**config.mk**
```make
export PLATFORM = sky130hd
export DESIGN_NAME = wlat_fifo
export DESIGN_NICKNAME = d
export VERILOG_FILES = /design/src/wlat_fifo.sv
export SDC_FILE = /design/constraint.sdc
export NUM_CORES = 1
export LEC_CHECK = 0
export BUFFER_PORTS_ARGS = -buffer_cell sky130_fd_sc_hd__buf_4
export CAP_MARGIN = 0
export CORE_MARGIN = 2
export CORE_UTILIZATION = 54
export CTS_BUF_LIST = sky130_fd_sc_hd__clkbuf_4 sky130_fd_sc_hd__clkbuf_8
export DETAILED_ROUTE_END_ITERATION = 6
export PLACE_DENSITY_LB_ADDON = 0.3
export SLEW_MARGIN = 20
export SYNTH_ARGS = -nofsm -noshare
export SYNTH_HDL_FRONTEND = slang
export SYNTH_SLANG_ARGS = --single-unit
```
**constraint.sdc**
```tcl
create_clock -name clk -period 3 [get_ports clk]
set_clock_uncertainty 0.15 [all_clocks]
set_input_delay 0.45 -clock clk [delete_from_list [all_inputs] [get_ports clk]]
set_output_delay 0.45 -clock clk [all_outputs]
set_load 0.1 [all_outputs]
```
**src/wlat_fifo.sv**
```systemverilog
// Two-entry queue between the front and back stages.
// No package dependencies.
module wlat_fifo #(
  parameter int W = 34
) (
  input  logic         clk,
  input  logic         rst,
  input  logic         push,
  input  logic [W-1:0] din,
  input  logic         pop,
  output logic [W-1:0] dout,
  output logic         full,
  output logic         nonempty
);

  logic [W-1:0] mem [2];
  logic         wp;
  logic         rp;
  logic [1:0]   cnt;

  always_ff @(posedge clk) begin
    if (push) mem[wp] <= din;
  end

  always_ff @(posedge clk) begin
    if (rst) begin
      wp  <= 1'b0;
      rp  <= 1'b0;
      cnt <= '0;
    end else begin
      if (push) wp <= !wp;
      if (pop) rp <= !rp;
      cnt <= cnt + {1'b0, push} - {1'b0, pop};
    end
  end

  assign dout     = mem[rp];
  assign full     = cnt == 2'd2;
  assign nonempty = cnt != 2'd0;

  a_no_overflow: assert property (@(posedge clk) disable iff (rst) push |-> !full || pop)
    else $error("queue written while full");
  a_cnt_range: assert property (@(posedge clk) disable iff (rst) cnt != 2'd3)
    else $error("queue count out of range");
  a_cnt_inc: assert property (@(posedge clk) disable iff (rst)
    (push && !pop) |=> cnt == $past(cnt) + 2'd1)
    else $error("queue count lost a write");
  a_cnt_hold: assert property (@(posedge clk) disable iff (rst)
    (push == pop) |=> cnt == $past(cnt))
    else $error("queue count moved without cause");

endmodule

```
# After elaboration in Yosys (flattened, before gate mapping)
# Memory sizes are Yosys's and may differ from the RTL's. A register that Yosys moved wholly into a read port is not among the register bits.
# Cells that the tools add are included.
totals:
  regBits: 4
  mem_bits_rw: 68
  in_bits: 38
  output_inout_bits: 36
  wordCells: 14
  memories: 1
op_classes:
  add_sub_neg: 2
  n_eq_ne: 1
  n_mux: 4
  reduce_logical: 3
mem_list:
  columns: ["memory", "words", "width", "read_ports", "rd_ports_with_merged_regs", "write_ports", "line", "text"]
  rows:
  - ["mem", 2, 34, 1, 1, 1, "16", "logic [W-1:0] mem [2];"]
ops:
  columns: ["op", "count"]
  rows:
  - ["1-bit two-way mux", 4]
  - ["2-bit by 1-bit adder with 2-bit output", 1]
  - ["2-bit == test, second input constant", 1]
  - ["1-bit logical NOT", 2]
  - ["2-bit nonzero test", 1]
  - ["2-bit by 1-bit subtractor with 2-bit output", 1]

# Longest topological paths before layout
# Gate-level depths: netlist of the first run.
depth:
  depth_word: 3
  depth_mapped: 6
  depth_no_buf: 6

# Worst setup path after synthesis of the first run
# Ideal clock, no wire load.
synth_path:
  path_type: "in2reg"
  from: "in push"
  to: "mem mem[0][0], enable pin"
  setup_ps: 429
  arrival_ps: 1983
  required_ps: 2421
  setup_slack_ps: 438
  path_stages: 1
  n_path_buf: 0
  path_cell_list: "nor2b_1"
synth_via:
  elab_chain_cells: 2
synth_lines:
  columns: ["element", "line", "text"]
  rows:
  - ["start, declared", "8", "input logic push,"]
  - ["1-bit two-way mux", "22", "if (push) mem[wp] <= din;"]
  - ["1-bit two-way mux (not written as such)", "22", null]
  - ["end, declared", "16", null]
# Every way passes these cells.

==> metrics.txt, run 1 <==
Rel. slew slack=0.464; initial antenna violation count=0; type of the worst setup path=reg2out; CP Launch Type=flip-flop; Slew Limit Fails=0; f_max=around 0.44 GHz; Leakage Power=about 1.5 nW; post-CTS setup buffer count=0; number of fill cells=between 300 and 400; final WL=~4400 um; met1 usage=0.168; Initial Util=0.557; pin count of the biggest net entering global routing=35; #FFs+latches synth=73; status=finished clean; WP data arrival=1680 ps; Root Buffer=clkbuf_8; Routed Antenna Nets=0; Yosys top cell by area=edfxtp_1; ANT cells=0; Crit. End Element=output port; GR Overflow Total=0; Die X=between 70 and 80 um; clock-pin slew on the worst setup and hold paths=around 70 ps; CTS tree=done; grt peak-use layer=met2; Syn Nets=167; syn avg cell area=22.3 um2; H-tree depth=3; layout cell share with drive strength beyond 1=0.598; die area=roughly 5800 um2; Final min period=~2300 ps; Design Power=between 2 and 3 mW; GPL Wtd Cong=between 0.6 and 0.7; Ys Warns=0; DR iter-0 viols=57; number of global-route vias before repair=about 1500; Worst-Skew Late Latency=320 ps; Req. time, crit path=between 2000 and 2500 ps; register area share after synthesis=0.758; TNS Setup=0 ps; global-route wire length before repair=~7000 um; pre-CTS WS=1050 ps; Pre-Repair DR Iteration Count=4; via count=1376; Layout Nets=about 250; CTS buffer count=9; number of hold buffers added after cts=0; row count=26; final hold vios=0; Die Ht=between 70 and 80 um; Syn Inst Count=between 100 and 150; max_cap viols=0; CP Max Fanout=24; setup ws final=718 ps; unrepaired setup endpoints after global routing=false; worst slew pin tran=roughly 800 ps; Synth top area share=0.722; Sink Count=between 70 and 80; PortBufs=73; via-per-instance ratio=between 4 and 5; Core ar.=around 5100 um2; final worst-path cycle share=0.761; Clock Path Buffers=2; Avg WL per Cell=approximately 15 um; P per Cell Area=777 nW/um2; synthesized cell area=roughly 2800 um2; Area growth, synth to finish=29.7%; Remaining DRCs=0; Setup-failing EPs final=0; Min-Delay Path Class=in2reg; Yosys cell types=14; # resized after CTS=0; number of top-level pins=74; met2 Use GR=0.294; all-layer global routing usage=0.161; VDD IR max=0.000493 V; grt met3 use=0.0486; DP HPWL=around 3000 um; synth top area cells=edfxtp_1, mux2_4, dfxtp_1
Yosys cell counts, drive strengths merged:
cell type,instances
buf,4
xnor2,2
dfxtp,5
xnor3,1
nor2b,3
and2,1
mux2,34
or2,1
nor2,4
edfxtp,68
ha,2
inv,2
through the flow:
stage          hold slack [ps]  area (um2)  std cells   util
3_3_place_gp               349        3430        268  0.676
5_1_grt                    131        3670        284  0.723
4_1_cts                    139        3670        284  0.723
3_5_place_dp               391        3430        268  0.676
2_1_floorplan              330        2830        127      -
6_report                   153        3670        284  0.723
power breakdown:
group,switching [mW],internal (mW)
Clock,0.327,0.557
Sequential,0.0275,1.19
Combinational,0.537,0.211
routing by layer:
layer / share of wire / routed length (um)
met5: 0 / 0
met4: 0.010 / 46
met3: 0.051 / 222
met2: 0.57 / 2480
met1: 0.37 / 1640
logic make-up (layout without fill, tap and decap cells):
group | count (synthesis) | count (layout) | synth area share
xor gates and xnor gates | 3 | 3 | 0.0142
adders and majority gates | 2 | 2 | 0.00885
buffers and inverters | 6 | 93 | 0.0279
DFF | 73 | 73 | 0.758
muxes | 34 | 34 | 0.175
and+or+nand+nor | 9 | 9 | 0.0164
registers in the layout (all words and copies together) (netlist names), named ones only:
name,flops
mem,68
cnt,2
rp,1
wp,1
area by class of cell:
| type | count | area (um2) | area share |
|---|---|---|---|
| inverters | 2 | 7.51 | 0.00205 |
| well taps | 70 | 87.6 | 0.0239 |
| flip-flops and latches | 73 | 2140 | 0.584 |
| clock inverters | 6 | 106 | 0.0290 |
| clock buffers | 10 | 131 | 0.0358 |
| repair buffers | 75 | 576 | 0.157 |
| multi-input cells | 48 | 616 | 0.168 |
path summary, 6_finish.rpt:
check | startpoint | to | slack (ps) | depth (start not counted)
max | flip-flop | dout[22] | 720 | 3
min reg2reg | rp$_SDFFE_PP0P_ | flip-flop | 390 | 2
min | din[4] | mem[1][4]$_DFFE_PP_ | 150 | 1
max reg2reg | wp$_SDFFE_PP0P_ | mem[1][1]$_DFFE_PP_ | 1340 | 1
critical path: stages (launching register included):
cell	delay, ps
dfxtp_2	530
buf_12	260
mux2_4	320
buf_4	230
layout by cell type, fill, tap and decap left out:
cell type and count:
xnor2_1 2, and2_2 1, nor2_1 4, nor2b_1 2
bufinv_16 3, buf_4 74, dfxtp_1 4, or2_2 1
buf_12 1, clkbuf_8 9, mux2_4 30, clkinv_1 1
edfxtp_1 68, clkbuf_4 1, clkinvlp_4 1, xnor3_1 1
mux2_2 4, nor2b_4 1, dfxtp_2 1, clkinv_2 1
inv_1 2, ha_1 2
(Power assumes the default switching activity.)
==> run 2, diff against run 1 <==
Clock period 3 ns to 2.1 ns, I/O delays scaled along.
==> run 2 against run 1 <==
Against the previous run: non-clock buffer count is 7 higher; die area stayed put; clock power is 15% higher; wire length is 4.2% higher; sequential power is 42% higher; critical path type unchanged; critical endpoint is now dout[2]; highest routed layer unchanged.
==> metrics.txt, run 2 (same netlist as run 1, synthesis figures left out) <==
row count=26; GR Overflow Total=0; max_cap viols=0; Remaining DRCs=0; Largest Register=mem; CTS buffer count=9; initial antenna violation count=0; unrepaired setup endpoints after global routing=false; global-route wire length before repair=roughly 7100 um; commonest non-fill, non-tap cell in the layout=buf_4; Initial Util=0.557; P per Cell Area=between 1000 and 1500 nW/um2; number of global-route vias before repair=approximately 1500; Slew Limit Fails=0; Root Buffer=clkbuf_8; Layout Utilization=0.731; H-tree depth=3; Die Ht=about 76 um; reg-to-reg critical path endpoint=cnt[1]$_SDFF_PP0_; layout cell share with drive strength beyond 1=0.584; Reg2Reg Setup Slack=approximately 550 ps; worst slew pin tran=410 ps; GPL Wtd Cong=roughly 0.72; Setup crit end=dout[2]; TNS Setup=0 ps; clock-pin slew on the worst setup and hold paths=~70 ps; type of the worst setup path=reg2out; Setup-failing EPs final=0; CTS tree=done; Critical R2R Launch=cnt[0]$_SDFF_PP0_; pin count of the biggest net entering global routing=25; Layout Nets=approximately 260; DR iter-0 viols=56; Min-Delay Path Class=in2reg; Pre-Repair DR Iteration Count=4; final hold vios=0; Final min period=between 1500 and 2000 ps; Avg WL per Cell=roughly 16 um; final worst-path cycle share=0.930; Clock Path Buffers=2; Crit. End Element=output port; number of hold buffers added after cts=0; CP Launch Type=flip-flop; Leakage Power=roughly 1.5 nW; final WL=4570 um; ANT cells=0; Area growth, synth to finish=31.1%; Rel. slew slack=0.726; max reg flops=approximately 70; Req. time, crit path=between 1500 and 2000 ps; most frequent cells in the layout=buf_4, edfxtp_1, mux2_4; post-CTS setup buffer count=0; WP data arrival=around 1500 ps; Routed Antenna Nets=0; f_max=between 0.5 and 0.6 GHz; Die X=approximately 76 um; PortBufs=73; Core ar.=5070 um2; CP Max Fanout=24; status=finished clean; via-per-instance ratio=4.79; # resized after CTS=0; number of fill cells=approximately 320; R2R depth=6; Sink Count=73; die area=a little under 6000 um2; VDD IR max=between 0.0006 and 0.0007 V; number of top-level pins=74; Largest regs=mem: 68 flops, cnt: 2 flops; all-layer global routing usage=0.164; via count=1393; Worst-Skew Late Latency=320 ps
run 2: how the worst min path moves through the flow:
stage / startpoint / to / slack, ps / depth (start not counted)
after floorplan: rst / cnt[0]$_SDFF_PP0_ / 240 / 1
after global placement: din[3] / mem[1][3]$_DFFE_PP_ / 350 / 1
after detailed placement: din[21] / mem[0][21]$_DFFE_PP_ / 350 / 1
after CTS: din[25] / mem[0][25]$_DFFE_PP_ / 6 / 1
after global routing: din[24] / mem[0][24]$_DFFE_PP_ / 0.4 / 1
final: din[31] / mem[0][31]$_DFFE_PP_ / 20 / 1
run 2: critical path, stage by stage (launching register included):
cell and delay, ps:
dfxtp_2 350, buf_12 210, mux2_2 370, buf_4 240
run 2: stage by stage:
step | power, mW | setup WS (ps) | std cells | hold WS, ps | area [um2]
2_1_floorplan | 2.64 | 304 | 127 | 237 | 2830
3_3_place_gp | 2.83 | 495 | 270 | 349 | 3470
3_5_place_dp | 2.86 | 486 | 270 | 354 | 3470
4_1_cts | 3.87 | 128 | 286 | 5.84 | 3660
5_1_grt | 3.97 | 101 | 291 | 0.422 | 3710
6_report | 3.84 | 147 | 291 | 21.5 | 3710
run 2: power breakdown:
part | switching (mW) | total (mW) | internal (mW) | leakage, nW
clock network | 0.455 | 1.02 | 0.562 | 0.0967
registers | 0.0325 | 1.73 | 1.70 | 0.680
logic | 0.780 | 1.10 | 0.320 | 0.712
total | 1.27 | 3.84 | 2.58 | 1.49
run 2: area by class of cell:
class	instances	area, um2	share of cell area
clock buffer	11	139	0.0375
clock inverter	5	46.3	0.0125
inverter	2	7.51	0.00202
multi-input combinational	48	618	0.167
sequential	73	2140	0.578
tap	70	87.6	0.0236
timing repair buffer	82	666	0.180
run 2: metal layers:
metal  share of wire  wire, um  global-route usage
met5               0         0                   0
met4          0.0096        44              0.0655
met3           0.057       260              0.0581
met2            0.55      2510               0.296
met1            0.39      1760               0.175
