## config.mk

```make
export PLATFORM = sky130hd
export DESIGN_NAME = wlat_front
export DESIGN_NICKNAME = d
export VERILOG_FILES = /design/src/wlat_pkg.sv /design/src/wlat_front.sv
export SDC_FILE = /design/constraint.sdc
export NUM_CORES = 1
export LEC_CHECK = 0
export BUFFER_PORTS_ARGS = -buffer_cell sky130_fd_sc_hd__clkbuf_2
export CORE_AREA = 2 2 92 94
export CTS_CLUSTER_DIAMETER = 40
export DETAILED_ROUTE_END_ITERATION = 6
export DIE_AREA = 0 0 94 96
export MAX_ROUTING_LAYER = met4
export PLACE_DENSITY_LB_ADDON = 0.2
export SLEW_MARGIN = 20
export SYNTH_ARGS = -nofsm -noshare
export SYNTH_HDL_FRONTEND = slang
export SYNTH_SLANG_ARGS = --single-unit
```

## constraint.sdc

```tcl
create_clock -name clk -period 3.4 [get_ports clk]
set_input_delay 0.85 -clock clk [delete_from_list [all_inputs] [get_ports clk]]
set_output_delay 0.85 -clock clk [all_outputs]
set_load 0.02 [all_outputs]
```

## src/wlat_pkg.sv

```systemverilog
// Shared types and constants for the wear-levelling address translator.
// No dependencies.
package wlat_pkg;

  // Dividend width of the shared setup divider (rotation * page product)
  localparam int DIV_W = 56;
  localparam int DIV_CNT_W = $clog2(DIV_W);

  localparam logic [2:0] REG_ENABLED        = 3'd0;
  localparam logic [2:0] REG_START_ADDR     = 3'd1;
  localparam logic [2:0] REG_PARTITION_SIZE = 3'd2;
  localparam logic [2:0] REG_SECTOR_BYTES   = 3'd3;
  localparam logic [2:0] REG_RECORD_BYTES   = 3'd4;
  localparam logic [2:0] REG_PAGE_BYTES     = 3'd5;
  localparam logic [2:0] REG_ROTATION_COUNT = 3'd6;
  localparam logic [2:0] REG_DUMMY_PAGE     = 3'd7;

  typedef enum logic [4:0] {
    ST_IDLE,
    ST_Q1_GO,
    ST_Q1_W,
    ST_MS_MUL,
    ST_MS,
    ST_SS_GO,
    ST_SS_W,
    ST_CF_GO,
    ST_CF_W,
    ST_CHK,
    ST_Q2_GO,
    ST_Q2_W,
    ST_RP_MUL,
    ST_RM_GO,
    ST_RM_W,
    ST_DA_MUL,
    ST_FIN
  } setup_state_t;

  // Layout values derived from the registers, held steady between writes
  typedef struct packed {
    logic        bypass;
    logic [31:0] k;
    logic [31:0] usable;
    logic [42:0] skip_addr;
    logic [22:0] page;
    logic [31:0] start;
  } xlat_t;

  // One restoring remainder step: shift in a bit, subtract the divisor if it fits
  function automatic logic [31:0] rem_step(input logic [31:0] r, input logic b,
                                           input logic [31:0] d);
    logic [32:0] t;
    t = {r, b};
    if (t >= {1'b0, d}) begin
      rem_step = 32'(t - {1'b0, d});
    end else begin
      rem_step = t[31:0];
    end
  endfunction

endpackage

```

## src/wlat_front.sv

```systemverilog
// Front stage: takes requests, classifies bypass vs translate, forms the rotated sum.
// Depends on wlat_pkg.
module wlat_front #(
  parameter int AW = 32,
  parameter int XW = 33
) (
  input  logic                 clk,
  input  logic                 rst,
  input  logic                 in_valid,
  output logic                 in_stall,
  input  logic [AW-1:0]        logical_addr,
  input  logic                 busy,
  input  wlat_pkg::xlat_t      xlat,
  input  logic                 fifo_full,
  output logic                 push,
  output logic [XW-1:0]        push_x,
  output logic                 push_bypass
);

  logic          fv;
  logic [XW-1:0] fx;
  logic          fb;
  logic          accept;

  assign in_stall    = busy || (fv && fifo_full);
  assign accept      = in_valid && !in_stall;
  assign push        = fv && !fifo_full;
  assign push_x      = fx;
  assign push_bypass = fb;

  always_ff @(posedge clk) begin
    if (rst) begin
      fv <= 1'b0;
    end else begin
      fv <= accept || (fv && !push);
    end
  end

  // bypassed requests carry the raw address in the same field
  always_ff @(posedge clk) begin
    if (accept) begin
      fb <= xlat.bypass;
      fx <= xlat.bypass ? XW'(logical_addr) : XW'(logical_addr) + XW'(xlat.k);
    end
  end

endmodule

```

# After elaboration in Yosys (flattened, before gate mapping)
# Index checks and enable logic that the tools add are counted.
# classes
add_sub_neg	1
muxes	1
n_reduce_logical	9
# op_table
operator	count
adder 32 x 32 -> 33 bit	1
2-to-1 mux 32 bit	1
logical AND 1 bit	4
logical NOT 1 bit	3
logical OR 1 bit	2
# word_totals
reg_bits	35
inputBits	200
output_inout_bits	36
wordCells	15

# Depth between registers and ports, before layout
# Gate-level depths: netlist (run 1).
# depth
word_depth	5
mapped_depth	9
depth_no_buf	9

# Worst setup path before layout (run 1)
# Ideal clock, no wire load.
# synth_path
path_type	input -> register
startpoint	input logical_addr[0]
endpoint	register fx[26], in the netlist push_x[26], data pin
setup_time_ns	0.278
t_arrival_ns	2.844
required_time_ns	3.122
setup_slack_ns	0.278
cell_stages	9
n_path_buf	0
cell_sequence	ha_1 -> fa_1 -> a21o_1 -> a221o_1 -> o211ai_2 -> a21oi_1 -> o211ai_1 -> mux2i_1 -> o311ai_0
# synth_via
elab_chain_cells	2
# synth_lines
item	line	rtl
from (decl)	wlat_front.sv:11	input logic [AW-1:0] logical_addr,
adder 32 x 32 -> 33 bit	wlat_front.sv:43	fx <= xlat.bypass ? XW'(logical_addr) : XW'(logical_addr) + XW'(xlat.k);
2-to-1 mux 32 bit	wlat_front.sv:43	
to (signal assigned)	wlat_front.sv:43	
to (decl)	wlat_front.sv:21	logic [XW-1:0] fx;
# No other way between the ends.
# A chain may end at the register's enable or synchronous reset.

# Worst setup path after layout (run 1)
# Same ends and word-level chain as after synthesis.

==> impl_metrics.tcl, run 1 <==
set metrics [dict create \
    root_buffer "clkbuf_8" \
    hpwl_mm 6.639 \
    ctsResizeCount 0 \
    ios 236 \
    ys_seq_area_share_pct 32.70 \
    clock_skew_ns 0.01041 \
    worstSetupPathType "primary input to flop" \
    dr.pass1.iters 4 \
    synth_top_area_share_pct 32.08 \
    synth_edf_count 34 \
    grt_pass1_wl_mm 13.22 \
    post-route-period-util_pct 92.35 \
    hold_class "flop to flop" \
    post-cts-setup-buffer-count 0 \
    cts_tree "built" \
    max_slew_margin_pct 61.86 \
    critPathCaptureType "flop" \
    pwr_density_cell_nw_per_um2 341.6 \
    area_growth_pct 23.58 \
    synth-seq-cells 35 \
    cts_buffer_depth 2 \
    cts_sinks 35 \
    nets 701 \
    syn_inst 360 \
    report.final.hold_viol_count 0 \
    report.power.total_mw 1.344 \
    synth_area_per_cell_um2 8.842 \
    dieArea_um2 9024 \
    grt.overflow.total 0 \
    port_buffers 105 \
    tightest_slew_ns 0.5706 \
    drive_gt1_share_pct 29.42 \
    place.gp.congestion 0.8642 \
    synth_ff_type "edfxtp_1" \
    rsz0062_at_grt "no" \
    synth.distinct_cells 55 \
    htreeDepth 2 \
    wl_per_cell_um 14.24 \
    die_w_um 94 \
    cts.clk_slew.worst_paths_ns 0.08 \
    totalWireLength_mm 8.175 \
    synth_fp_nets 593 \
    cts-buffers-inserted 5 \
    status "complete, no violations" \
    yosys.area.top_type "edfxtp_1" \
    period_minus_slack_ns 3.140 \
    initial_core_util_pct 39.53 \
    vias_per_cell 5.296 \
    die_h_um 96 \
    setup_viol 0 \
    crit_fanout 6 \
    synth_area_leaders "edfxtp_1, ha_1, a21oi_1" \
    vias 3040 \
    synth.cell_area_um2 3183 \
    drt-initial-drc-count 114 \
    layout_setup_ws_ns 0.2601 \
    ys_warn_count 0 \
    start_kind "primary input" \
    fp-row-count 33 \
    required_ns 3.43 \
    max_freq_mhz 318.5 \
    grtUsageTotal_pct 18.94 \
    max-cap-violations 0 \
    antenna_found_initial 0 \
    place_ws_ns -0.05754 \
    clk_latency_ns 0.29 \
    antenna-diode-count 0 \
    ant_nets 0 \
    async_flop_share_pct 0 \
    grt_pass1_vias 2985 \
    core_area_um2 8051 \
    grt_max_degree 36 \
    post-route-drc-count 0 \
    slew_viol_final 0 \
    cp.arrival_ns 3.17 \
    ir_worst_vdd_mv 0.1260 \
    leakage_nw 1.825 \
    cts_hold_buf 0 \
]
## registers in the layout, summed over array words and instances (netlist names)
signal,flops
push_x,33
fv,1
push_bypass,1
## cells by family after synthesis
kind of cell	count (synthesis)	share of synthesized area, %
compound gates	126	25.98
simple gates	109	15.84
flops	35	32.70
fa+ha+maj	33	13.21
buf+inv	27	3.459
xor+xnor	22	6.053
mux	8	2.751
## area by class of cell
| class | instances | area, um2 |
|---|---|---|
| Inverter | 14 | 52.55 |
| Tap cell | 105 | 131.4 |
| Clock buffer | 5 | 68.82 |
| Sequential cell | 35 | 1041 |
| Multi-Input combinational cell | 298 | 2032 |
| Timing Repair Buffer | 114 | 593.1 |
| Clock inverter | 3 | 15.01 |
| Fill cell | 813 | 4118 |
## per-layer routing
metal / global-route usage (%) / part of all wire [%]
met5: - / 0
met2: 31.01 / 46
met3: 2.819 / 5.1
met1: 24.45 / 48
met4: 5.676 / 1.1
## final timing paths
kind / start / endpoint / slack [ns] / depth (start not counted)
min reg2reg: fv / fv / 0.53 / 2
max: logical_addr[0] / push_x[26] / 0.26 / 10
min: fv / fv / 0.53 / 2
max reg2reg: fv / push_x[15] / 1.99 / 3
## cells in the mapped netlist, types with 2 or more instances
cell	count
o21ai_0	37
nor3_1	5
mux2i_1	5
edfxtp_1	34
o211ai_1	4
nand4_1	5
clkbuf_1	8
mux2_2	2
ha_1	32
nor2_1	21
o31ai_1	2
nand3_1	5
a21oi_1	39
a31oi_1	2
a21o_1	12
a211oi_1	3
o211ai_2	3
a311oi_1	2
o21a_1	4
nand2_1	52
or3_1	3
buf_2	3
inv_1	14
xor2_1	12
o221ai_1	2
nor2b_1	5
xnor2_1	10
o21bai_1	3
and3_1	5
## metrics by stage
step	std cells	setup TNS [ns]	cell area, um2	util [%]	hold slack, ns
finish	574	0	3934	48.86	0.5269
global route	574	0	3934	48.86	0.5889
CTS	574	0	3934	48.86	0.5330
detailed placement	566	-0.08838	3850	47.82	0.5122
global placement	566	-0.06072	3850	47.82	0.4999
floorplan	360	0	3183	-	0.4750
## report_power, final
group	internal [mW]	switching (mW)	total [mW]	leakage [nW]
combinational	0.215	0.302	0.517	1.45
clock	0.141	0.165	0.305	0.0477
sequential	0.514	0.00673	0.521	0.328
total	0.870	0.473	1.34	1.82
## worst max-delay path, cell delays in order
cell and delay (ns):
clkbuf_2 0.09, ha_1 0.22, fa_1 0.40, a21o_1 0.21
a221o_1 0.37, o211ai_2 0.29, a21oi_1 0.15, o211ai_1 0.24
mux2i_1 0.20, o311ai_0 0.14
## cell usage in the layout, fill, tap and decap left out, types with 5 or more instances in the layout
cell type / instances
a21o_1: 12
a21oi_1: 39
and3_1: 5
buf_4: 9
clkbuf_2: 105
clkbuf_8: 5
edfxtp_1: 34
ha_1: 32
inv_1: 14
mux2i_1: 5
nand2_1: 52
nand3_1: 5
nand4_1: 5
nor2_1: 21
nor2b_1: 5
nor3_1: 5
o21ai_0: 37
xnor2_1: 10
xor2_1: 12
(Power assumes the default switching activity.)
==> inputs of run 2 (changes only) <==
--- a/config.mk
+++ b/config.mk
@@ -5,11 +5,12 @@
 export SDC_FILE = /design/constraint.sdc
 export NUM_CORES = 1
 export LEC_CHECK = 0
-export BUFFER_PORTS_ARGS = -buffer_cell sky130_fd_sc_hd__clkbuf_2
 export CORE_AREA = 2 2 92 94
 export CTS_CLUSTER_DIAMETER = 40
 export DETAILED_ROUTE_END_ITERATION = 6
 export DIE_AREA = 0 0 94 96
+export DONT_BUFFER_PORTS = 1
+export GPL_TIMING_DRIVEN = 0
 export MAX_ROUTING_LAYER = met4
 export PLACE_DENSITY_LB_ADDON = 0.2
 export SLEW_MARGIN = 20
==> impl_metrics.tcl, run 2 (synthesized netlist as in run 1, its figures left out) <==
set metrics [dict create \
    dr.pass1.iters 4 \
    min_path_cells 2 \
    place.gp.congestion 0.8536 \
    fp-row-count 33 \
    grt.overflow.total 0 \
    post-cts-setup-buffer-count 0 \
    post-route-drc-count 0 \
    grtUsageTotal_pct 19.80 \
    power_switching_uw 452.0 \
    ios 236 \
    status "complete, no violations" \
    place_ws_ns -0.02327 \
    post-route-period-util_pct 91.12 \
    cts_hold_buf 0 \
    cts_sinks 35 \
    cts.clk_slew.worst_paths_ns 0.08 \
    largest_reg_flops 33 \
    die_w_um 94 \
    path_buf_inv 0 \
    pwr_density_cell_nw_per_um2 372.1 \
    wl_per_cell_um 17.63 \
    most-common-layout-cells "nand2_1, a21oi_1, o21ai_0, edfxtp_1, ha_1" \
    initial_core_util_pct 39.53 \
    area_growth_pct 7.665 \
    crit_fanout 6 \
    clock_skew_ns 0.006255 \
    n_fill_cell 845 \
    cp_top_family "compound AO/OA/AOI/OAI gates" \
    ctsResizeCount 0 \
    layout_setup_ws_ns 0.3018 \
    power.share.clock_pct 24.1 \
    cts_buffer_depth 2 \
    clk_latency_ns 0.29 \
    setup_viol 0 \
    grt_pass1_wl_mm 13.59 \
    ant_nets 0 \
    totalWireLength_mm 8.356 \
    final_common_cell "nand2_1" \
    nets 601 \
    leakage_nw 1.378 \
    r2r_cells 3 \
    seqPwrFrac_pct 43.8 \
    required_ns 3.42 \
    hold_class "flop to flop" \
    slowest_stage "a221o_1" \
    max-cap-violations 0 \
    grt_max_degree 21 \
    grt_pass1_vias 2801 \
    vias_per_cell 5.684 \
    rsz0062_at_grt "no" \
    vias 2694 \
    r2r_setup_slack_ns 1.89 \
    htreeDepth 2 \
    hpwl_mm 6.753 \
    crit_path_cell_trace "ha_1 > fa_1 > a21o_1 > a221o_1 > o211ai_2 > a21oi_1 > o211ai_1 > mux2i_1 > o311ai_0" \
    worstSetupPathType "primary input to flop" \
    intPower_uw 823.3 \
    cts_tree "built" \
    slew_viol_final 0 \
    antenna-diode-count 0 \
    antenna_found_initial 0 \
    p_comb_share_pct 32.1 \
    core_area_um2 8051 \
    final_util_pct 42.56 \
    ir_worst_vdd_mv 0.1221 \
    period_minus_slack_ns 3.098 \
    dieArea_um2 9024 \
    holdCritStartpoint "fv" \
    root_buffer "clkbuf_8" \
    cp.arrival_ns 3.11 \
    drive_gt1_share_pct 7.859 \
    cts-buffers-inserted 5 \
    die_h_um 96 \
    rr_startpoint "fv" \
    tightest_slew_ns 0.6821 \
    max_slew_margin_pct 54.41 \
    port_buffers 0 \
    hold_end "fv" \
    critPathCaptureType "flop" \
    max_freq_mhz 322.8 \
    sw_frac_of_total_pct 35.45 \
    crit_path_max_incr_delay_ns 0.41 \
    drt-initial-drc-count 109 \
    report.final.hold_viol_count 0 \
    start_kind "primary input" \
    reg2reg_to "push_x[15]" \
]
[run 2: cell count changes in the layout (fill, tap and decap cells not counted), sizes merged]
cell and change:
buf -4, clkinv -1, clkinvlp +1, clkbuf -96
[run 2: worst max path at each step]
| stage | to | from | depth (start not counted) |
|---|---|---|---|
| floorplan | push_x[26] | logical_addr[0] | 9 |
| CTS | push_x[26] | logical_addr[0] | 9 |
| detailed placement | push_x[26] | logical_addr[0] | 9 |
| global placement | push_x[26] | logical_addr[0] | 9 |
| global route | push_x[24] | logical_addr[0] | 9 |
| finish | push_x[26] | logical_addr[0] | 9 |
[run 2: power by group through the flow]
stage	Clock, mW	Sequential, mW	Combinational (mW)
2_1_floorplan	0	0.565	0.326
3_3_place_gp	0	0.570	0.399
3_5_place_dp	0	0.569	0.410
4_1_cts	0.326	0.559	0.412
5_1_grt	0.331	0.562	0.471
6_report	0.307	0.559	0.410
[run 2: tightest hold or removal path, cell delays in order (launching register included)]
cell	delay [ns]
dfxtp_1	0.35
a21oi_1	0.08
nor2_1	0.09
[run 2: final cells by class]
type,instances,area [um2],area share [%]
timing repair buffer,1,27.53,0.8032
sequential,35,1041,30.38
clock inverter,3,15.01,0.4381
multi-input combinational,298,2033,59.33
inverter,14,52.55,1.533
clock buffer,5,68.82,2.008
tap,105,131.4,3.834
buffer,13,57.56,1.679
[run 2: layer usage]
metal | vias to the layer above | part of all wire, % | global-route usage [%] | wire length [um]
li1 | 1356 | - | - | -
met1 | 1236 | 45 | 24.72 | 3749
met2 | 91 | 46 | 32.08 | 3847
met3 | 11 | 7.8 | 5.403 | 648
met4 | 0 | 1.3 | 4.831 | 110
met5 | - | 0 | - | 0
[run 2: through the flow]
| step | hold slack (ns) | setup TNS, ns | cell area (um2) | cells | power (mW) |
|---|---|---|---|---|---|
| after global placement | 0.4911 | -0.01919 | 3314 | 465 | 0.9687 |
| after CTS | 0.5609 | 0 | 3427 | 474 | 1.297 |
| after global routing | 0.6167 | 0 | 3427 | 474 | 1.364 |
| after floorplan | 0.4750 | 0 | 3183 | 360 | 0.8916 |
| final | 0.5543 | 0 | 3427 | 474 | 1.275 |
| after detailed placement | 0.5418 | -0.02327 | 3343 | 466 | 0.9785 |
==> inputs of run 3 (changes only) <==
--- a/config.mk
+++ b/config.mk
@@ -13,6 +13,7 @@
 export GPL_TIMING_DRIVEN = 0
 export MAX_ROUTING_LAYER = met4
 export PLACE_DENSITY_LB_ADDON = 0.2
+export REMOVE_ABC_BUFFERS = 1
 export SLEW_MARGIN = 20
 export SYNTH_ARGS = -nofsm -noshare
 export SYNTH_HDL_FRONTEND = slang
==> impl_metrics.tcl, run 3 (synthesized netlist as in run 1, its figures left out) <==
set metrics [dict create \
    status "complete, no violations" \
    grt_pass1_wl_mm 12.33 \
    grt_use_met2_pct 27.80 \
    vias_per_cell 5.644 \
    critPathCaptureType "flop" \
    max-cap-violations 0 \
    drive_gt1_share_pct 7.022 \
    root_buffer "clkbuf_8" \
    clock_skew_ns 0.01386 \
    grtUsageMet1_pct 23.47 \
    worstSetupPathType "primary input to flop" \
    wl_per_cell_um 16.75 \
    slew_viol_final 0 \
    nets 588 \
    seqPwrFrac_pct 43.7 \
    setup_viol 0 \
    hpwl_mm 6.066 \
    pwr_density_cell_nw_per_um2 378.8 \
    intPower_uw 845.0 \
    fin_setup_tns_ns 0 \
    drt-initial-drc-count 93 \
    dieArea_um2 9024 \
    dr.pass1.iters 4 \
    area_growth_pct 6.093 \
    tightest_slew_ns 0.5562 \
    hold_class "flop to flop" \
    required_ns 3.42 \
    stdcell_count 461 \
    report.final.hold_viol_count 0 \
    grt_max_degree 65 \
    placed_cells 453 \
    die_w_um 94 \
    crit_fanout 6 \
    fp-row-count 33 \
    final_common_cell "nand2_1" \
    ctsResizeCount 0 \
    core_area_um2 8051 \
    port_buffers 0 \
    cts.clk_slew.worst_paths_ns 0.07 \
    antenna-diode-count 0 \
    cts_tree "built" \
    post-cts-setup-buffer-count 0 \
    vias 2602 \
    antenna_found_initial 0 \
    ir_worst_vdd_mv 0.1304 \
    ant_nets 0 \
    power.share.clock_pct 25.7 \
    most-common-layout-cells "nand2_1, a21oi_1, o21ai_0, edfxtp_1, ha_1" \
    p_comb_share_pct 30.6 \
    cts_buffer_depth 2 \
    start_kind "primary input" \
    cp.arrival_ns 3.14 \
    leakage_nw 1.357 \
    grt_pass1_vias 2559 \
    ios 236 \
    largest_reg_flops 33 \
    totalWireLength_mm 7.720 \
    grt_use_met3_pct 4.229 \
    post-route-drc-count 0 \
    sw_frac_of_total_pct 33.94 \
    period_minus_slack_ns 3.115 \
    rsz0062_at_grt "no" \
    die_h_um 96 \
    htreeDepth 2 \
    max_slew_margin_pct 62.83 \
    final_util_pct 41.94 \
    grtUsageTotal_pct 17.86 \
    cts_hold_buf 0 \
    clk_latency_ns 0.29 \
    max_freq_mhz 321.1 \
    post-route-period-util_pct 91.61 \
    place.gp.congestion 0.8278 \
    grt.overflow.total 0 \
    cts_sinks 35 \
    power_switching_uw 434.2 \
    busiest_layer "met2" \
    cts-buffers-inserted 5 \
    initial_core_util_pct 39.53 \
]
-- run 3: cell count changes in the layout (fill, tap and decap cells not counted) --
| cell | previous run | this run |
|---|---|---|
| clkbuf_8 | 5 | 6 |
| clkbuf_2 | 1 | 0 |
| clkbuf_1 | 8 | 1 |
| clkinvlp_4 | 1 | 0 |
| buf_4 | 1 | 0 |
| buf_2 | 3 | 0 |
| clkinv_1 | 2 | 0 |
| clkinv_2 | 0 | 1 |
-- run 3: per-layer routing --
layer,share of wire (%),vias to the layer above
met1,49,1191
met4,1.3,0
li1,-,1330
met5,0,-
met2,44,74
met3,5.8,7
-- run 3: layout make-up --
| cell class | instances | area, um2 |
|---|---|---|
| well taps | 105 | 131.4 |
| clock inverters | 1 | 5.005 |
| flip-flops and latches | 35 | 1041 |
| multi-input cells | 298 | 2033 |
| clock buffers | 7 | 86.33 |
| inverters | 14 | 52.55 |
| repair buffers | 1 | 27.53 |
| fillers | 819 | 4674 |
-- run 3: path summary, 6_finish.rpt --
path	from	endpoint	slack, ns	depth (start not counted)
setup / recovery	logical_addr[0]	push_x[28]	0.29	9
hold / removal	fv	fv	0.53	2
setup reg to reg	fv	push_x[20]	1.93	3
hold reg to reg	fv	fv	0.53	2
-- run 3: stage by stage --
step           cell area, um2  setup WS (ns)  total power, mW  hold slack [ns]
2_1_floorplan            3126         0.2785           0.8807           0.4750
3_3_place_gp             3257       -0.01577           0.9485           0.4896
3_5_place_dp             3286       -0.03274           0.9585           0.5157
4_1_cts                  3377         0.2632            1.292           0.5324
5_1_grt                  3377         0.1120            1.361           0.5907
6_report                 3377         0.2852            1.279           0.5250
-- run 3: critical path, cell delays in order --
cell	delay (ns)
ha_1	0.21
fa_1	0.42
a21o_1	0.21
a221o_1	0.42
o211ai_2	0.30
a21oi_1	0.23
a21oi_1	0.21
xor2_1	0.17
o21ai_0	0.11
-- run 3: power groups by stage --
stage	Clock (mW)	Combinational (mW)	Sequential, mW
final	0.329	0.391	0.559
after global routing	0.354	0.445	0.562
after CTS	0.339	0.393	0.560
after detailed placement	0	0.389	0.569
after global placement	0	0.379	0.570
after floorplan	0	0.315	0.566
