==> config.mk <==
export PLATFORM = sky130hd
export DESIGN_NAME = wlat_setup
export DESIGN_NICKNAME = d
export VERILOG_FILES = /design/src/wlat_pkg.sv /design/src/wlat_div.sv /design/src/wlat_setup.sv
export SDC_FILE = /design/constraint.sdc
export NUM_CORES = 2
export LEC_CHECK = 0
export ABC_AREA = 1
export BUFFER_PORTS_ARGS = -buffer_cell sky130_fd_sc_hd__buf_2
export CORE_MARGIN = 2
export CORE_UTILIZATION = 35
export CTS_CLUSTER_DIAMETER = 30
export DETAILED_ROUTE_END_ITERATION = 6
export HOLD_SLACK_MARGIN = 0.08
export PLACE_DENSITY = 0.56
export SYNTH_ARGS = -nofsm -noshare
export SYNTH_HDL_FRONTEND = slang
export SYNTH_SLANG_ARGS = --single-unit
export TNS_END_PERCENT = 10
==> constraint.sdc <==
create_clock -name clk -period 12.62 [get_ports clk]
set_input_delay 0 -clock clk [delete_from_list [all_inputs] [get_ports clk]]
set_output_delay 0 -clock clk [all_outputs]
set_load 0.02 [all_outputs]
==> src/wlat_pkg.sv <==
// Shared types and constants for the wear-levelling address translator.
// No dependencies.
package wlat_pkg;

  // Dividend width of the shared setup divider (rotation * page product)
  localparam int DIV_W = 56;
  localparam int DIV_CNT_W = $clog2(DIV_W);

  localparam logic [2:0] REG_ENABLED        = 3'd0;
  localparam logic [2:0] REG_START_ADDR     = 3'd1;
  localparam logic [2:0] REG_PARTITION_SIZE = 3'd2;
  localparam logic [2:0] REG_SECTOR_BYTES   = 3'd3;
  localparam logic [2:0] REG_RECORD_BYTES   = 3'd4;
  localparam logic [2:0] REG_PAGE_BYTES     = 3'd5;
  localparam logic [2:0] REG_ROTATION_COUNT = 3'd6;
  localparam logic [2:0] REG_DUMMY_PAGE     = 3'd7;

  typedef enum logic [4:0] {
    ST_IDLE,
    ST_Q1_GO,
    ST_Q1_W,
    ST_MS_MUL,
    ST_MS,
    ST_SS_GO,
    ST_SS_W,
    ST_CF_GO,
    ST_CF_W,
    ST_CHK,
    ST_Q2_GO,
    ST_Q2_W,
    ST_RP_MUL,
    ST_RM_GO,
    ST_RM_W,
    ST_DA_MUL,
    ST_FIN
  } setup_state_t;

  // Layout values derived from the registers, held steady between writes
  typedef struct packed {
    logic        bypass;
    logic [31:0] k;
    logic [31:0] usable;
    logic [42:0] skip_addr;
    logic [22:0] page;
    logic [31:0] start;
  } xlat_t;

  // One restoring remainder step: shift in a bit, subtract the divisor if it fits
  function automatic logic [31:0] rem_step(input logic [31:0] r, input logic b,
                                           input logic [31:0] d);
    logic [32:0] t;
    t = {r, b};
    if (t >= {1'b0, d}) begin
      rem_step = 32'(t - {1'b0, d});
    end else begin
      rem_step = t[31:0];
    end
  endfunction

endpackage

==> src/wlat_div.sv <==
// Iterative restoring divider, one quotient bit per cycle, for the layout setup.
// Depends on wlat_pkg.
module wlat_div (
  input  logic                        clk,
  input  logic                        rst,
  input  logic                        start,
  input  logic [wlat_pkg::DIV_W-1:0]  dividend,
  input  logic [31:0]                 divisor,
  output logic                        done,
  output logic [wlat_pkg::DIV_W-1:0]  quo,
  output logic [31:0]                 rem
);

  logic                           busy;
  logic [wlat_pkg::DIV_CNT_W-1:0] cnt;
  logic [31:0]                    d;
  logic [32:0]                    t;
  logic                           fits;

  assign t    = {rem, quo[wlat_pkg::DIV_W-1]};
  assign fits = t >= {1'b0, d};

  always_ff @(posedge clk) begin
    if (rst) begin
      busy <= 1'b0;
      done <= 1'b0;
      cnt  <= '0;
    end else begin
      done <= 1'b0;
      if (start) begin
        busy <= 1'b1;
        cnt  <= '0;
      end else if (busy) begin
        cnt <= cnt + 1'b1;
        if (cnt == wlat_pkg::DIV_CNT_W'(wlat_pkg::DIV_W - 1)) begin
          busy <= 1'b0;
          done <= 1'b1;
        end
      end
    end
  end

  // quo doubles as the dividend shift register
  always_ff @(posedge clk) begin
    if (start) begin
      quo <= dividend;
      rem <= '0;
      d   <= divisor;
    end else if (busy) begin
      rem <= wlat_pkg::rem_step(rem, quo[wlat_pkg::DIV_W-1], d);
      quo <= {quo[wlat_pkg::DIV_W-2:0], fits};
    end
  end

endmodule

==> src/wlat_setup.sv <==
// Configuration registers and the sequencer that derives the layout from them.
// Depends on wlat_pkg and wlat_div.
module wlat_setup #(
  parameter int STATE_HEADER_BYTES = 64,
  parameter int CONFIG_BYTES       = 36
) (
  input  logic                  clk,
  input  logic                  rst,
  input  logic                  cfg_we,
  input  logic [2:0]            cfg_index,
  input  logic [31:0]           cfg_data,
  output logic                  busy,
  output wlat_pkg::xlat_t       xlat
);

  logic        enabled;
  logic [31:0] base_addr;
  logic [31:0] partition_size;
  logic [12:0] sector_bytes;
  logic [12:0] record_bytes;
  logic [22:0] page_bytes;
  logic [31:0] rotation_count;
  logic [19:0] dummy_page;

  wlat_pkg::setup_state_t st, st_next;

  logic [31:0] q1;
  logic [45:0] ms;
  logic [46:0] state_sz;
  logic [13:0] cfg_sz;
  logic        impossible;
  logic [31:0] rem4;
  logic [31:0] usable;
  logic [31:0] rot_mod;
  logic [42:0] skip_addr;
  logic [31:0] k;
  logic        bypass;
  logic [54:0] mul_p;

  logic [31:0] mul_a;
  logic [22:0] mul_b;
  logic        div_start;
  logic [wlat_pkg::DIV_W-1:0] div_dividend;
  logic [31:0] div_divisor;
  logic        div_done;
  logic [wlat_pkg::DIV_W-1:0] div_quo;
  logic [31:0] div_rem;

  logic        ss_need;
  logic [46:0] ss_num;
  logic [13:0] cf_num;
  logic [48:0] need;

  always_ff @(posedge clk) begin
    if (rst) begin
      enabled        <= 1'b0;
      base_addr      <= '0;
      partition_size <= '0;
      sector_bytes   <= 13'd4096;
      record_bytes   <= 13'd16;
      page_bytes     <= 23'd4096;
      rotation_count <= '0;
      dummy_page     <= '0;
    end else if (cfg_we) begin
      case (cfg_index)
        wlat_pkg::REG_ENABLED:        enabled        <= cfg_data[0];
        wlat_pkg::REG_START_ADDR:     base_addr      <= cfg_data;
        wlat_pkg::REG_PARTITION_SIZE: partition_size <= cfg_data;
        wlat_pkg::REG_SECTOR_BYTES:   sector_bytes   <= cfg_data[12:0];
        wlat_pkg::REG_RECORD_BYTES:   record_bytes   <= cfg_data[12:0];
        wlat_pkg::REG_PAGE_BYTES:     page_bytes     <= cfg_data[22:0];
        wlat_pkg::REG_ROTATION_COUNT: rotation_count <= cfg_data;
        wlat_pkg::REG_DUMMY_PAGE:     dummy_page     <= cfg_data[19:0];
        default: ;
      endcase
    end
  end

  assign ss_need = {33'd0, sector_bytes} < ms;
  assign ss_num  = 47'(ms) + 47'(sector_bytes) - 47'd1;
  assign cf_num  = 14'(CONFIG_BYTES) + 14'(sector_bytes) - 14'd1;
  assign need    = 49'({state_sz, 1'b0}) + 49'(cfg_sz) + 49'(page_bytes);

  // next state; any write restarts the pass
  always_comb begin
    st_next = st;
    case (st)
      wlat_pkg::ST_IDLE:   st_next = wlat_pkg::ST_IDLE;
      wlat_pkg::ST_Q1_GO:  st_next = wlat_pkg::ST_Q1_W;
      wlat_pkg::ST_Q1_W:   if (div_done) st_next = wlat_pkg::ST_MS_MUL;
      wlat_pkg::ST_MS_MUL: st_next = wlat_pkg::ST_MS;
      wlat_pkg::ST_MS:     st_next = wlat_pkg::ST_SS_GO;
      wlat_pkg::ST_SS_GO:  st_next = ss_need ? wlat_pkg::ST_SS_W : wlat_pkg::ST_CF_GO;
      wlat_pkg::ST_SS_W:   if (div_done) st_next = wlat_pkg::ST_CF_GO;
      wlat_pkg::ST_CF_GO:  st_next = wlat_pkg::ST_CF_W;
      wlat_pkg::ST_CF_W:   if (div_done) st_next = wlat_pkg::ST_CHK;
      wlat_pkg::ST_CHK:    st_next = wlat_pkg::ST_Q2_GO;
      wlat_pkg::ST_Q2_GO:  st_next = wlat_pkg::ST_Q2_W;
      wlat_pkg::ST_Q2_W:   if (div_done) st_next = wlat_pkg::ST_RP_MUL;
      wlat_pkg::ST_RP_MUL: st_next = wlat_pkg::ST_RM_GO;
      wlat_pkg::ST_RM_GO:  st_next = wlat_pkg::ST_RM_W;
      wlat_pkg::ST_RM_W:   if (div_done) st_next = wlat_pkg::ST_DA_MUL;
      wlat_pkg::ST_DA_MUL: st_next = wlat_pkg::ST_FIN;
      wlat_pkg::ST_FIN:    st_next = wlat_pkg::ST_IDLE;
      default:             st_next = wlat_pkg::ST_IDLE;
    endcase
    if (cfg_we) st_next = wlat_pkg::ST_Q1_GO;
  end

  always_ff @(posedge clk) begin
    if (rst) begin
      st <= wlat_pkg::ST_Q1_GO;
    end else begin
      st <= st_next;
    end
  end

  // outputs: multiplier and divider operands per state
  always_comb begin
    mul_a        = '0;
    mul_b        = '0;
    div_start    = 1'b0;
    div_dividend = '0;
    div_divisor  = '0;
    case (st)
      wlat_pkg::ST_Q1_GO: begin
        div_start    = 1'b1;
        div_dividend = wlat_pkg::DIV_W'(partition_size);
        div_divisor  = 32'(sector_bytes);
      end
      wlat_pkg::ST_MS_MUL: begin
        mul_a = q1;
        mul_b = 23'(record_bytes);
      end
      wlat_pkg::ST_SS_GO: begin
        div_start    = ss_need;
        div_dividend = wlat_pkg::DIV_W'(ss_num);
        div_divisor  = 32'(sector_bytes);
      end
      wlat_pkg::ST_CF_GO: begin
        div_start    = 1'b1;
        div_dividend = wlat_pkg::DIV_W'(cf_num);
        div_divisor  = 32'(sector_bytes);
      end
      wlat_pkg::ST_Q2_GO: begin
        div_start    = 1'b1;
        div_dividend = wlat_pkg::DIV_W'(rem4);
        div_divisor  = 32'(page_bytes);
      end
      wlat_pkg::ST_RP_MUL: begin
        mul_a = rotation_count;
        mul_b = page_bytes;
      end
      wlat_pkg::ST_RM_GO: begin
        div_start    = 1'b1;
        div_dividend = wlat_pkg::DIV_W'(mul_p);
        div_divisor  = usable;
      end
      wlat_pkg::ST_DA_MUL: begin
        mul_a = 32'(dummy_page);
        mul_b = page_bytes;
      end
      default: ;
    endcase
  end

  wlat_div u_div (
    .clk      (clk),
    .rst      (rst),
    .start    (div_start),
    .dividend (div_dividend),
    .divisor  (div_divisor),
    .done     (div_done),
    .quo      (div_quo),
    .rem      (div_rem)
  );

  always_ff @(posedge clk) begin
    mul_p <= {23'd0, mul_a} * {32'd0, mul_b};
  end

  // round_up(v, u) is worked out as v + u - 1 minus its remainder
  always_ff @(posedge clk) begin
    case (st)
      wlat_pkg::ST_Q1_W:  if (div_done) q1 <= div_quo[31:0];
      wlat_pkg::ST_MS:    ms <= 46'(STATE_HEADER_BYTES) + mul_p[45:0];
      wlat_pkg::ST_SS_GO: if (!ss_need) state_sz <= 47'(sector_bytes);
      wlat_pkg::ST_SS_W:  if (div_done) state_sz <= ss_num - 47'(div_rem);
      wlat_pkg::ST_CF_W:  if (div_done) cfg_sz <= cf_num - div_rem[13:0];
      wlat_pkg::ST_CHK: begin
        impossible <= {17'd0, partition_size} < need;
        rem4       <= partition_size - {state_sz[30:0], 1'b0} - 32'(cfg_sz);
      end
      wlat_pkg::ST_Q2_W:  if (div_done) usable <= rem4 - div_rem - 32'(page_bytes);
      wlat_pkg::ST_RM_W:  if (div_done) rot_mod <= div_rem;
      wlat_pkg::ST_FIN: begin
        skip_addr <= mul_p[42:0];
        k         <= usable - rot_mod;
      end
      default: ;
    endcase
  end

  always_ff @(posedge clk) begin
    if (rst) begin
      bypass <= 1'b1;
    end else if (st == wlat_pkg::ST_FIN) begin
      bypass <= !enabled || (sector_bytes == '0) || (page_bytes == '0) ||
                impossible || (usable == '0);
    end
  end

  assign busy           = st != wlat_pkg::ST_IDLE;
  assign xlat.bypass    = bypass;
  assign xlat.k         = k;
  assign xlat.usable    = usable;
  assign xlat.skip_addr = skip_addr;
  assign xlat.page      = page_bytes;
  assign xlat.start     = base_addr;

endmodule

# [Word-level counts from Yosys, hierarchy flattened]
# Index checks and enable logic that the tools add are counted.
[totals] reg_bits=666 inputBits=38
[classes] order_cmp=3 n_bitwise=1 n_eq_ne=30 add_sub_neg=16 mux=22 mul=1 reduce_logical=32
[op_table] cell="one-hot mux 55 bit (5 select lines)" n=1
[op_table] cell="one-hot mux 32 bit (3 select lines)" n=2
[op_table] cell="subtractor 32 bit" n=4
[op_table] cell="2-to-1 mux 56 bit" n=2
[op_table] cell="2-to-1 mux 47 bit" n=2
[op_table] cell="one-hot mux 47 bit (2 select lines)" n=1
[op_table] cell="one-hot mux 5 bit (15 select lines)" n=1
[op_table] cell="multiplier 32 x 23 -> 55 bit" n=1
[op_table] cell="adder 48 x 14 -> 49 bit" n=1
[op_table] cell="adder 49 x 23 -> 49 bit" n=1
[op_table] cell="< comparator 32 x 49 -> 1 bit" n=1
[op_table] cell="adder 46 x 13 -> 47 bit" n=1
[op_table] cell="subtractor 47 x 1 -> 47 bit, second input constant" n=1
[op_table] cell="subtractor 47 x 32 -> 47 bit" n=1
[op_table] cell="adder 7 x 46 -> 46 bit, first input constant" n=1
[op_table] cell="< comparator 13 x 46 -> 1 bit" n=1
[op_table] cell="one-hot mux 23 bit (2 select lines)" n=1
[op_table] cell="equality test 5 x 4 -> 1 bit, second input constant" n=8
[op_table] cell=">= comparator 33 x 32 -> 1 bit" n=1
[op_table] cell="zero test 32 bit" n=1
[op_table] cell="2-to-1 mux 32 bit" n=1
[op_table] cell="subtractor 32 x 14 -> 32 bit" n=1
[op_table] cell="subtractor 32 x 23 -> 32 bit" n=1
[op_table] cell="2-to-1 mux 5 bit" n=5
[op_table] cell="other kinds (30)" n=64

# [Logic depth before layout (Yosys ltp)]
[depth] depth_word=5 mapped_depth=37 ltp_nobuf=34

# [Cells and area by module]
# Synthesis repeated with hierarchy kept, for this count alone.
[unflattened] hier_cells=8850 area_unflattened_um2=69143.8
[by_module_without_submodules] mod="wlat_setup" n_inst=1 cells_per_inst=7751 area_per_inst_um2=61236.2
[by_module_without_submodules] mod="wlat_div" n_inst=1 cells_per_inst=1099 area_per_inst_um2=7907.6

# [Worst setup path after synthesis]
# Ideal clock, no wire load.
[synth_path] path_type="register -> register" startpoint="register st[4]" endpoint="register mul_p[42]" slack_ps=5416 stages_incl_launch_ff=35 t_arrival_ps=7132 required_ps=12548 path_buffers=2 path_cell_list="dfxtp_1 -> inv_2 -> nand2_1 -> nor2_1 -> inv_2 -> nor2_1 -> clkbuf_1 -> nand2_1 -> nand3_1 -> clkbuf_1 -> nand2_1 -> fa_1 -> inv_1 -> fa_1 -> inv_1 -> fa_1 -> inv_1 -> fa_1 -> fa_1 -> fa_1 -> inv_1 -> fa_1 -> inv_1 -> ha_1 -> nand2_1 -> o21ai_0 -> a21oi_1 -> o21ai_0 -> a21oi_1 -> o21ai_0 -> nand2_1 -> nand2_1 -> nand2_1 -> nand2_1 -> xor2_1"
[synth_between] elab_chain_cells=4
[synth_lines] element="start, declared" line="wlat_setup.sv:25" text="wlat_pkg::setup_state_t st, st_next;"
[synth_lines] element="start signal, assigned" line="wlat_setup.sv:112" text="st <= wlat_pkg::ST_Q1_GO;"
[synth_lines] element="start signal, assigned" line="wlat_setup.sv:114" text="st <= st_next;"
[synth_lines] element="equality test 5 x 4 -> 1 bit" line="wlat_setup.sv:125" text="case (st)"
[synth_lines] element="OR reduction 2 bit (no line)"
[synth_lines] element="one-hot mux 23 bit (2 select lines)" line="wlat_setup.sv:125"
[synth_lines] element="multiplier 32 x 23 -> 55 bit (*)" line="wlat_setup.sv:179" text="mul_p <= {23'd0, mul_a} * {32'd0, mul_b};"
[synth_lines] element="end signal, assigned" line="wlat_setup.sv:179"
[synth_lines] element="end, declared" line="wlat_setup.sv:38" text="logic [54:0] mul_p;"
# Mark *: on every way between the ends. The rest lies on a longest branch, timed or not.
# A chain may end at the register's enable or synchronous reset.

# [Final worst setup path]
[layout_path] startpoint="register st[4]" endpoint="register mul_p[52]"
# The elaborated chain is that of the path after synthesis.

==> out/results.ini <==
[worst_setup_path]
reg2reg_path_depth = 29
timing.critical_path.arrival_ns = 9.99
timing.critical_path.fanout_max = 33
critical_path_required_ns = 13.32
worst_setup_path_end_kind = register
crit-reg2reg-launch = st[4]
timing.reg2reg.setup_slack_ns = 3.33
cpMaxStageDelayCell = nor2_2
max_stage_delay_ns = 0.87
rr_endpoint = mul_p[52]
timing.critical_path.mode_cell = fa_1
timing_worst_setup_path_type = register to register
worst_setup_path_start_kind = register

[worst_hold_path]
worst_hold_path_type = primary input to register
hold_path_depth = 4
hold_path.startpoint = cfg_data[28]
hold_path_end = base_addr[28]

[synth]
netlist_top_cells_area = fa_1, edfxtp_1, nand2_1, inv_1, ha_1
synth_simple_gate_area_frac = 0.196
synth-seq-area-share = 0.253
largest_family_of_logic_cells_by_synthesized_area = adder cells
synth_cells = 8808
synth-compound-area-share = 0.0936
mappedNetlistArea_sq_um = 68400
synthesis.nets = 10100
muxShareOfSynthArea = 0
post_synth_num_cell_types = 57
synth_top_cell_by_area = fa_1
synthArstFlopShare = 0
synthXorXnorAreaFrac = 0.0378
yosysWarnings = 0
yosys.area_share.adder = 0.297
synth-seq-cells = 666
synth_enable_flop_cells = 399
mean_cell_area_of_the_mapped_netlist_sq_um = 7.77
netlist.area_leader.share = 0.200
synth_flop_cell = edfxtp_1

[floorplanning]
fp.dieArea_sq_um = 199000
core-area_sq_um = 195000
num_io_pins = 202
initial_util = 0.352
floorplan.rows = 162
fp.dieH_microns = 446
fp.dieW_microns = 446

[place]
gpl.final_weighted_congestion = 0.992
place_ws_ns = 3.37
detailedPlacementHpwl_mm = 212
portBuffers = 201

[clock_tree]
sinks_on_clock_net = 666
cts-buffers-inserted = 151
ctsHtreeMaxLevel = 4
worst_skew_pair.late_latency_ns = 0.81
path_clk_slew_ns = 0.05
number_of_buffers_on_the_longest_clock_path = 3
cts.root.buffer_cell = clkbuf_16
cts_tree = done
post_cts.repair.setup_buffers = 0

[route]
post_drt_wl_per_cell_microns = 22.5
wirelength_mm = 264
vias_per_cell = 5.15
drt-pass1-iter-count = 6
drt_iter0_markers = 5215
route.antenna.remaining_nets = 0
via_count = 60400
drc_errors = 0

[cells_and_area]
layout_common_cells = nand2_1, inv_1, fa_1
layout.cells.most_common = nand2_1
area_delta_synth_final_pct = 14.5
post_route_cells_drive_above_1_share = 0.0719
fillers = 20000
finish.net_count = 10300

[global_routing]
global_route.usage.total = 0.264
overflow = 0
antenna_found_initial = 9
grt_first_pass_wirelength_mm = 391
first_global_vias = 62300
maximum_number_of_pins_on_one_net_before_global_route_repair = 91

[timing]
slew_headroom = 0.137
report.final.hold_viol_count = 0
grt_setup_unrepaired = false
max_clock_freq_ghz = 0.108
final-setup-viol-count = 0
layout_setup_ws_ns = 3.33
timing.final.crit_share = 0.736
worst_slew_pin_slew_ns = 1.28
setup_tns_ns = 0
finalWorstPathRequiredPeriod_ns = 9.29
finalClockSkew_ns = 0.0708
slew_viol_final = 0

[power]
vdd_ir_drop_max_mv = 0.120
static-leakage-power_uw = 0.0391
power_density_nw_per_um2 = 95.0

[outcome]
outcome = finished, final reports clean

[run]
max_cap_viol_count = 0

## routing by layer
layer,track usage,vias up,share of wire
li1,-,28000,-
met1,0.327,29700,0.41
met2,0.451,2177,0.48
met3,0.0372,577,0.063
met4,0.127,6,0.052
met5,0,-,0.00017
## what timing repair did
action / CTS / global route
hold buffers: 45 / 0
gates resized for setup: 0 / 0
hold endpoints to repair: 172 / 0
## final cells by class
| class | count | area [sq um] | share of cell area |
|---|---|---|---|
| Clock inverter | 105 | 1510 | 0.0193 |
| Antenna cell | 3 | 7.51 | 0.0000958 |
| Tap cell | 2542 | 3180 | 0.0406 |
| Inverter | 1924 | 7230 | 0.0923 |
| Multi-Input combinational cell | 5967 | 42900 | 0.548 |
| Clock buffer | 177 | 3970 | 0.0507 |
| Sequential cell | 666 | 17300 | 0.221 |
| Timing Repair Buffer | 341 | 2170 | 0.0277 |
## worst max path at each step
stage	startpoint	end	slack [ns]
after floorplan	st[4]	mul_p[42]	5.42
after global placement	st[4]	mul_p[42]	3.41
after detailed placement	st[4]	mul_p[52]	3.37
after CTS	st[4]	mul_p[52]	3.32
after global routing	st[4]	mul_p[52]	2.69
final	st[4]	mul_p[52]	3.33
## registers in the layout (all words and copies together) (netlist names), 5 cells and up
| register | cells |
|---|---|
| skip_addr | 43 |
| record_bytes | 13 |
| u_div.rem | 32 |
| rotation_count | 32 |
| st | 5 |
| sector_bytes | 13 |
| k | 32 |
| rot_mod | 32 |
| ms | 46 |
| state_sz | 47 |
| page_bytes | 23 |
| q1 | 32 |
| rem4 | 32 |
| mul_p | 55 |
| base_addr | 32 |
| dummy_page | 20 |
| u_div.d | 32 |
| u_div.cnt | 6 |
| u_div.quo | 56 |
| partition_size | 32 |
| cfg_sz | 14 |
| usable | 32 |
## cells in the mapped netlist, types with 72 or more instances
cell type  count
nand3_1      261
buf_2        130
xnor2_1       86
nor3_1        72
nand2_1     2118
a21oi_1      458
nand4_1       92
inv_1       1912
dfxtp_1      267
xor2_1       209
ha_1         535
o21ai_0      384
nor2_1       677
edfxtp_1     399
clkbuf_1     112
fa_1         682
## report_power, final
part           internal (uW)  switching [uW]  total, uW
Sequential              2390            60.3       2450
Clock                   2720            1470       4180
Combinational            232             572        804
## critical path: cells and delay by family, from the launching register on
kind                     cells  cell delay, ns
AND/OR/NAND/NOR              6            1.77
flip-flops                   1            0.33
AO/OA/AOI/OAI                7            1.64
XOR/XNOR                     1            0.15
buffers and inverters        7            1.27
adder cells (fa/ha/maj)      8            3.98
## cells by family after synthesis
group,count (synthesis)
DFF,666
and+or+nand+nor,3313
AOI/OAI and AO/OA,1142
xor gates and xnor gates,295
adders and majority gates,1217
buffers and inverters,2175
## per-stage QoR
stage | cells | util | area [sq um] | hold slack (ns) | power, uW
floorplan | 8808 | - | 68400 | 0.0793 | 2960
global placement | 11400 | 0.372 | 72400 | 0.284 | 3260
detailed placement | 11400 | 0.372 | 72400 | 0.289 | 3270
CTS | 11700 | 0.402 | 78300 | 0.0902 | 7470
global route | 11700 | 0.403 | 78300 | 0.126 | 7670
finish | 11700 | 0.403 | 78300 | 0.141 | 7440
No activity file was read; power rests on OpenSTA's default activity.
